`src/rtl/ddas_pkg.sv`:
```
// Package for the decimal add / subtract / multiply core.
// Holds the item types, size constants and the divide-by-ten helper.
`default_nettype none
package ddas_pkg;

    // Operand digit limit and number of result digits that can be emitted.
    localparam int unsigned MAX_DIGITS = 24;
    localparam int unsigned RES_DEPTH  = 48;

    // Scratch digit width: holds 81 * 32 column sums plus an incoming carry.
    localparam int unsigned SCR_W = 12;

    // Operation codes.
    localparam logic [1:0] OP_ADD = 2'd0;
    localparam logic [1:0] OP_SUB = 2'd1;
    localparam logic [1:0] OP_MUL = 2'd2;

    typedef struct packed {
        logic [1:0] operation;
        logic       operand;
        logic [3:0] digit;
        logic       last;
    } t_in_item;

    typedef struct packed {
        logic [3:0] result_digit;
        logic       result_last;
        logic       too_long;
    } t_out_item;

    // Quotient by ten through a reciprocal multiply, exact below 43690.
    function automatic logic [SCR_W-1:0] div10(input logic [SCR_W-1:0] s);
        logic [27:0] p;
        p = 28'(s) * 28'd52429;
        return SCR_W'(p[27:19]);
    endfunction

endpackage
`default_nettype wire

```
`src/rtl/ddas_ram.sv`:
```
// Generic single-write, single-read synchronous RAM with registered read.
// No dependencies.
`default_nettype none
module ddas_ram #(
    parameter int unsigned W  = 4,
    parameter int unsigned D  = 24,
    parameter int unsigned AW = (D > 1) ? $clog2(D) : 1
) (
    input  wire logic          i_clk,
    input  wire logic          i_we,
    input  wire logic [AW-1:0] i_waddr,
    input  wire logic [W-1:0]  i_wdata,
    input  wire logic [AW-1:0] i_raddr,
    output logic      [W-1:0]  o_rdata
);

    logic [W-1:0] r_mem [D];

    // Write port and registered read port.
    always_ff @(posedge i_clk) begin
        if (i_we) begin
            r_mem[i_waddr] <= i_wdata;
        end
        o_rdata <= r_mem[i_raddr];
    end

endmodule
`default_nettype wire

```
`src/rtl/decimal_digit_add_sub_mul_core.sv`:
```
// Decimal add / subtract / multiply core, top level. Uses ddas_pkg and ddas_ram.
// Load: one digit item per cycle; the closing second-operand item stalls the input.
// Then n scratch entries are cleared; each column step is a read then a write:
// n steps for add, n or 2n for subtract, fc*sc plus n for multiply, none for code 3;
// then setup; per digit a read, load and output state, held on output stall.
// Reset (synchronous, active low) clears counts, flags and the sequencer, not the RAMs.
`default_nettype none
module decimal_digit_add_sub_mul_core
    import ddas_pkg::*;
#(
    parameter int unsigned M = MAX_DIGITS
) (
    input  wire logic      i_clk,
    input  wire logic      i_rst_n,
    input  wire logic      i_in_valid,
    output logic           o_in_stall,
    input  wire t_in_item  i_in_item,
    output logic           o_out_valid,
    input  wire logic      i_out_stall,
    output t_out_item      o_out_item
);

    localparam int unsigned AW  = (M > 1) ? $clog2(M) : 1;
    localparam int unsigned CW  = $clog2(M + 1);
    localparam int unsigned SD  = 2 * M + 2;
    localparam int unsigned SAW = $clog2(SD);

    typedef enum logic [3:0] {
        S_LOAD, S_CLEAR, S_ARD, S_AWR, S_MRD, S_MWR, S_CRD, S_CWR,
        S_ESET, S_ERD, S_ELD, S_EOUT
    } t_state;

    t_state           r_state;
    logic [CW-1:0]    r_fc, r_sc;
    logic [1:0]       r_op;
    logic             r_busy, r_ovf, r_flag, r_pass, r_carry;
    logic [SAW-1:0]   r_i, r_j, r_len, r_k;
    logic [SCR_W-1:0] r_mc;
    logic             r_ovalid;
    t_out_item        r_out;

    logic             in_acc;
    logic [3:0]       dsat;
    logic             a_we, b_we, s_we;
    logic [AW-1:0]    a_raddr, b_raddr;
    logic [3:0]       a_rdata, b_rdata;
    logic [SAW-1:0]   s_waddr, s_raddr, n_len, b_pos, ij;
    logic [SCR_W-1:0] s_wdata, s_rdata;
    logic [SAW-1:0]   a_diff, b_diff;
    logic [3:0]       a_val, b_val, x_val, y_val, ad_dig;
    logic [4:0]       ad_sum;
    logic             ad_cout;
    logic [SCR_W-1:0] c_sum, c_q, c_r;
    logic [7:0]       prod;

    assign in_acc = i_in_valid && !o_in_stall;
    assign dsat   = (i_in_item.digit > 4'd9) ? 4'd9 : i_in_item.digit;
    assign o_in_stall  = (r_state != S_LOAD);
    assign o_out_valid = r_ovalid;
    assign o_out_item  = r_out;

    // Digit count of the working result.
    always_comb begin
        if (r_op == OP_MUL) begin
            n_len = SAW'(r_fc) + SAW'(r_sc) + SAW'(1);
        end else begin
            n_len = ((r_fc > r_sc) ? SAW'(r_fc) : SAW'(r_sc)) + SAW'(1);
        end
    end

    // Operand stores are most significant first; map weight position to address.
    assign b_pos   = (r_state == S_MRD || r_state == S_MWR) ? r_j : r_i;
    assign a_diff  = SAW'(r_fc) - SAW'(1) - r_i;
    assign b_diff  = SAW'(r_sc) - SAW'(1) - b_pos;
    assign a_raddr = a_diff[AW-1:0];
    assign b_raddr = b_diff[AW-1:0];
    assign a_val   = (r_i < SAW'(r_fc)) ? a_rdata : 4'd0;
    assign b_val   = (b_pos < SAW'(r_sc)) ? b_rdata : 4'd0;
    assign ij      = r_i + r_j;

    // Add or subtract one digit column; the second subtract pass swaps operands.
    always_comb begin
        x_val   = r_pass ? b_val : a_val;
        y_val   = r_pass ? a_val : b_val;
        ad_sum  = 5'd0;
        ad_dig  = 4'd0;
        ad_cout = 1'b0;
        if (r_op == OP_ADD) begin
            ad_sum = 5'(a_val) + 5'(b_val) + 5'(r_carry);
            if (ad_sum >= 5'd10) begin
                ad_dig  = 4'(ad_sum - 5'd10);
                ad_cout = 1'b1;
            end else begin
                ad_dig = ad_sum[3:0];
            end
        end else begin
            ad_sum = 5'(y_val) + 5'(r_carry);
            if (5'(x_val) < ad_sum) begin
                ad_dig  = 4'(5'(x_val) + 5'd10 - ad_sum);
                ad_cout = 1'b1;
            end else begin
                ad_dig = 4'(5'(x_val) - ad_sum);
            end
        end
    end

    // Multiply partial product and carry normalization.
    assign prod  = 8'(a_val) * 8'(b_val);
    assign c_sum = s_rdata + r_mc;
    assign c_q   = div10(c_sum);
    assign c_r   = c_sum - SCR_W'(c_q * SCR_W'(10));

    // Scratch RAM port selection.
    always_comb begin
        s_we    = 1'b0;
        s_waddr = r_i;
        s_wdata = '0;
        s_raddr = r_i;
        case (r_state)
            S_CLEAR: begin
                s_we = 1'b1;
            end
            S_AWR: begin
                s_we    = 1'b1;
                s_wdata = SCR_W'(ad_dig);
            end
            S_MRD: begin
                s_raddr = ij;
            end
            S_MWR: begin
                s_we    = 1'b1;
                s_waddr = ij;
                s_wdata = s_rdata + SCR_W'(prod);
            end
            S_CWR: begin
                s_we    = 1'b1;
                s_wdata = c_r;
            end
            S_ERD: begin
                s_raddr = r_k;
            end
            default: begin
            end
        endcase
    end

    assign a_we = in_acc && !i_in_item.operand && (r_fc < CW'(M));
    assign b_we = in_acc && i_in_item.operand && (r_sc < CW'(M));

    ddas_ram #(.W(4), .D(M), .AW(AW)) u_first (
        .i_clk(i_clk), .i_we(a_we), .i_waddr(r_fc[AW-1:0]), .i_wdata(dsat),
        .i_raddr(a_raddr), .o_rdata(a_rdata)
    );

    ddas_ram #(.W(4), .D(M), .AW(AW)) u_second (
        .i_clk(i_clk), .i_we(b_we), .i_waddr(r_sc[AW-1:0]), .i_wdata(dsat),
        .i_raddr(b_raddr), .o_rdata(b_rdata)
    );

    ddas_ram #(.W(SCR_W), .D(SD), .AW(SAW)) u_scratch (
        .i_clk(i_clk), .i_we(s_we), .i_waddr(s_waddr), .i_wdata(s_wdata),
        .i_raddr(s_raddr), .o_rdata(s_rdata)
    );

    // Sequencer: loading, column loops, carry pass and result emission.
    always_ff @(posedge i_clk) begin
        if (!i_rst_n) begin
            r_state  <= S_LOAD;
            r_fc     <= '0;
            r_sc     <= '0;
            r_op     <= OP_ADD;
            r_busy   <= 1'b0;
            r_ovf    <= 1'b0;
            r_flag   <= 1'b0;
            r_pass   <= 1'b0;
            r_carry  <= 1'b0;
            r_i      <= '0;
            r_j      <= '0;
            r_len    <= '0;
            r_k      <= '0;
            r_mc     <= '0;
            r_ovalid <= 1'b0;
        end else begin
            case (r_state)
                S_LOAD: begin
                    if (in_acc) begin
                        if (!r_busy) begin
                            r_op   <= i_in_item.operation;
                            r_busy <= 1'b1;
                        end
                        if (a_we) begin
                            r_fc <= r_fc + CW'(1);
                        end else if (b_we) begin
                            r_sc <= r_sc + CW'(1);
                        end else begin
                            r_ovf <= 1'b1;
                        end
                        if (i_in_item.operand && i_in_item.last) begin
                            r_i     <= '0;
                            r_state <= S_CLEAR;
                        end
                    end
                end
                S_CLEAR: begin
                    r_i     <= r_i + SAW'(1);
                    r_j     <= '0;
                    r_pass  <= 1'b0;
                    r_carry <= 1'b0;
                    r_mc    <= '0;
                    r_len   <= SAW'(1);
                    if (r_i == n_len - SAW'(1)) begin
                        r_i <= '0;
                        if (r_op == OP_ADD || r_op == OP_SUB) begin
                            r_state <= S_ARD;
                        end else if (r_op == OP_MUL) begin
                            r_state <= (r_fc == '0 || r_sc == '0) ? S_CRD : S_MRD;
                        end else begin
                            r_fc    <= '0;
                            r_sc    <= '0;
                            r_ovf   <= 1'b0;
                            r_busy  <= 1'b0;
                            r_state <= S_LOAD;
                        end
                    end
                end
                S_ARD: begin
                    r_state <= S_AWR;
                end
                S_AWR: begin
                    r_carry <= ad_cout;
                    if (ad_dig != 4'd0) begin
                        r_len <= r_i + SAW'(1);
                    end
                    r_i     <= r_i + SAW'(1);
                    r_state <= S_ARD;
                    if (r_i == n_len - SAW'(1)) begin
                        if (r_op == OP_SUB && !r_pass && ad_cout) begin
                            r_pass  <= 1'b1;
                            r_carry <= 1'b0;
                            r_i     <= '0;
                            r_len   <= SAW'(1);
                        end else begin
                            r_state <= S_ESET;
                        end
                    end
                end
                S_MRD: begin
                    r_state <= S_MWR;
                end
                S_MWR: begin
                    r_state <= S_MRD;
                    r_j     <= r_j + SAW'(1);
                    if (r_j == SAW'(r_sc) - SAW'(1)) begin
                        r_j <= '0;
                        r_i <= r_i + SAW'(1);
                        if (r_i == SAW'(r_fc) - SAW'(1)) begin
                            r_i     <= '0;
                            r_state <= S_CRD;
                        end
                    end
                end
                S_CRD: begin
                    r_state <= S_CWR;
                end
                S_CWR: begin
                    r_mc <= c_q;
                    if (c_r != '0) begin
                        r_len <= r_i + SAW'(1);
                    end
                    r_i     <= r_i + SAW'(1);
                    r_state <= (r_i == n_len - SAW'(1)) ? S_ESET : S_CRD;
                end
                S_ESET: begin
                    if (32'(r_len) > RES_DEPTH) begin
                        r_k    <= SAW'(RES_DEPTH - 1);
                        r_flag <= 1'b1;
                    end else begin
                        r_k    <= r_len - SAW'(1);
                        r_flag <= r_ovf;
                    end
                    r_fc    <= '0;
                    r_sc    <= '0;
                    r_ovf   <= 1'b0;
                    r_busy  <= 1'b0;
                    r_state <= S_ERD;
                end
                S_ERD: begin
                    r_state <= S_ELD;
                end
                S_ELD: begin
                    r_out.result_digit <= s_rdata[3:0];
                    r_out.result_last  <= (r_k == '0);
                    r_out.too_long     <= r_flag;
                    r_ovalid           <= 1'b1;
                    r_state            <= S_EOUT;
                end
                S_EOUT: begin
                    if (!i_out_stall) begin
                        r_ovalid <= 1'b0;
                        if (r_k == '0) begin
                            r_state <= S_LOAD;
                        end else begin
                            r_k     <= r_k - SAW'(1);
                            r_state <= S_ERD;
                        end
                    end
                end
                default: begin
                    r_state <= S_LOAD;
                end
            endcase
        end
    end

endmodule
`default_nettype wire

```
`config.mk`:
```
export PLATFORM = sky130hd
export DESIGN_NAME = decimal_digit_add_sub_mul_core
export DESIGN_NICKNAME = d
export VERILOG_FILES = /design/src/rtl/ddas_pkg.sv /design/src/rtl/ddas_ram.sv /design/src/rtl/decimal_digit_add_sub_mul_core.sv
export SDC_FILE = /design/constraint.sdc
export NUM_CORES = 2
export LEC_CHECK = 0
export BUFFER_PORTS_ARGS = -buffer_cell sky130_fd_sc_hd__buf_4
export CAP_MARGIN = 30
export CORE_MARGIN = 5
export CORE_UTILIZATION = 51
export CTS_CLUSTER_SIZE = 14
export DETAILED_ROUTE_END_ITERATION = 8
export HOLD_SLACK_MARGIN = 0.05
export PLACE_DENSITY = 0.66
export SYNTH_ARGS = -nofsm -noshare
export SYNTH_HDL_FRONTEND = slang
export SYNTH_SLANG_ARGS = --single-unit
```
`constraint.sdc`:
```
create_clock -name i_clk -period 30.8 [get_ports i_clk]
set_input_delay 7.7 -clock i_clk [delete_from_list [all_inputs] [get_ports i_clk]]
set_output_delay 7.7 -clock i_clk [all_outputs]
set_load 0.01 [all_outputs]
```
==> impl_metrics.yaml <==
detailed_routing:
  drt-initial-drc-count: 2647
  ant_nets: 0
  drt-total-wl_mm: 104
  post-route-drc-count: 0
  via_count: 27877
  firstDrtPassIters: 5
  avgRoutedWirePerCell_um: 22.1
  routed_via_density: 5.93
sta:
  slew_headroom_pct: 38.6
  clock_skew_ns: 0.0253
  min_period_ns: 10.21
  hold_viol: 0
  setup_ws_ns: 20.59
  fmax_ghz: 0.0979
  tightestPinTransition_ns: 0.919
  setup_viol: 0
  rsz0062_at_grt: "false"
  tns_ns: 0
  slew_violations: 0
  period_share_pct: 33.2
  whs_ns: 0.440
cells_and_area:
  final_common_cell: "edfxtp_1"
  drive_gt1_share_pct: 9.72
  nNetsFinal: 3817
  final_cell_mix: "edfxtp_1, nand2_1, nor2_1, ha_1, nand3_1"
  fin_util_pct: 57.3
  area_growth_pct: 11.2
global_routing:
  grt_overflow_total: 0
  grt_pass1_wl_mm: 160
  grt_pass1_vias: 26600
  grt_usage_pct: 22.8
  antenna_found_initial: 1
  grt_max_degree: 74
synth:
  synth_nets: 3799
  syn_area_um2: 42400
  ys_ff_latch: 873
  avgSynthCellArea_um2: 12.0
  synthCells: 3537
  postSynth.asyncResetShare_pct: 0
  yosysWarnings: 0
  synth-main-ff-cell: "edfxtp_1"
  synth.distinct_cells: 84
  synth-seq-area-share_pct: 60.1
  synth_edf_count: 798
setup_path:
  crit_slowest_cell: "fa_1"
  required_ns: 31.34
  arrival_ns: 10.76
  crit_type: "reg -> reg"
  cp-start-kind: "flop"
  endpoint_kind: "flop"
  path_max_fanout: 6
  cpPeakStageDelay_ns: 0.60
clocking:
  cts_root_buf: "clkbuf_16"
  cts_setup_buffers: 0
  cts_buffers: 90
  cts_resized: 0
  postCtsHoldBufs: 0
  cts.path.max_buffers: 3
  clk_latency_ns: 0.65
  clk_pin_slew_ns: 0.06
  cts_tree: "built"
  cts_max_level: 3
  clock-sinks: 873
floorplan:
  rows: 105
  die_w_um: 298
  ioPinCount: 20
  dieHeight_um: 298
  die_area_um2: 89000
  coreArea_um2: 82200
  start_util_pct: 51.5
placement:
  place.gp.congestion: 0.883
  dp_hpwl_mm: 65.5
  port_buffers: 19
  post-place-ws_ns: 20.76
status:
  status: "completed"
job:
  drv_cap: 0
worst_hold_path:
  min-delay-path-class: "reg -> reg"
[worst max-delay path: cells and delay by family, from the launching register on]
kind | cells | cell delay [ns]
flip-flops | 1 | 0.33
adder cells (fa/ha/maj) | 13 | 4.63
buffers and inverters | 2 | 0.15
AND/OR/NAND/NOR | 5 | 0.90
AO/OA/AOI/OAI | 12 | 2.95
XOR/XNOR | 4 | 1.16
[logic make-up after synthesis]
kind of cell	synth area share, %
simple gates	13.5
flops	60.1
compound gates	8.96
buf+inv	3.23
fa+ha+maj	8.50
xor+xnor	2.00
mux	3.68
[layout make-up]
class                   instances  area (um2)
well taps                    1070        1340
flip-flops and latches        873       25500
diodes                          1        2.50
repair buffers                114         935
fillers                      6658       35100
multi-input cells            2301       15700
inverters                     175         657
clock buffers                 103        2340
clock inverters                65         651
[per-layer routing]
| layer | track usage (%) | part of all wire [%] |
|---|---|---|
| met4 | 5.36 | 2.2 |
| met5 | 0 | 0 |
| met2 | 36.9 | 47 |
| met3 | 2.69 | 6.2 |
| met1 | 33.6 | 44 |
[sequential cells by signal, indices dropped and copies added, names as in the netlist, 2 cells and up]
register,flops
u_scratch.o_rdata,12
r_op,2
r_fc,5
r_i,6
o_out_item,6
r_mc,9
u_first.r_mem,96
r_j,6
u_second.r_mem,96
r_len,6
r_k,6
u_second.o_rdata,4
r_state,4
r_sc,5
u_first.o_rdata,4
u_scratch.r_mem,600
[synthesized netlist by cell type, types with 5 or more instances]
cell type	count	area [um2]
edfxtp_1	798	24000
nand2_1	719	2700
nor2_1	207	777
ha_1	188	2350
nand3_1	176	881
inv_1	170	638
clkbuf_1	165	619
a21oi_1	148	741
a311oi_1	112	981
and3_1	84	526
dfxtp_1	75	1500
xnor2_1	67	587
fa_1	62	1240
o21ai_0	55	275
mux4_2	52	1170
a31oi_1	42	263
mux2i_1	32	320
o211ai_1	29	218
a21o_1	28	210
xor2_1	27	236
nor2b_1	26	163
nor3_1	25	125
a211oi_1	22	165
buf_1	22	82.6
nand2b_1	17	106
and2_1	16	100
a22oi_1	13	97.6
o21bai_1	13	97.6
o21a_1	9	67.6
a22o_1	8	70.1
or3_1	8	50.1
nand4_1	7	43.8
o22ai_1	7	43.8
mux2_2	6	67.6
nor3b_1	6	45.0
a221oi_1	5	43.8
nor4_1	5	31.3
or4_1	5	37.5
[path summary, 6_finish.rpt]
| path | slack (ns) | startpoint | cells past startpoint | endpoint |
|---|---|---|---|---|
| worst max-delay path | 20.59 | u_scratch.o_rdata[0]$_DFF_P_ | 36 | r_len[0]$_SDFFE_PN0P_ |
| worst min-delay path | 0.44 | r_flag$_SDFFE_PN0P_ | 0 | o_out_item[0]$_DFFE_PP_ |
| worst max register to register | 20.59 | u_scratch.o_rdata[0]$_DFF_P_ | 36 | r_len[0]$_SDFFE_PN0P_ |
| worst min register to register | 0.44 | r_flag$_SDFFE_PN0P_ | 0 | o_out_item[0]$_DFFE_PP_ |
[stage by stage]
step / cell area, um2 / cells
floorplan: 42400 / 3537
global placement: 43900 / 4508
detailed placement: 44100 / 4533
CTS: 47100 / 4701
global route: 47100 / 4701
finish: 47100 / 4702
Power is left out: the tool's default activity adds up to more than one toggle a clock period on the data nets, which glitch-free logic cannot reach.
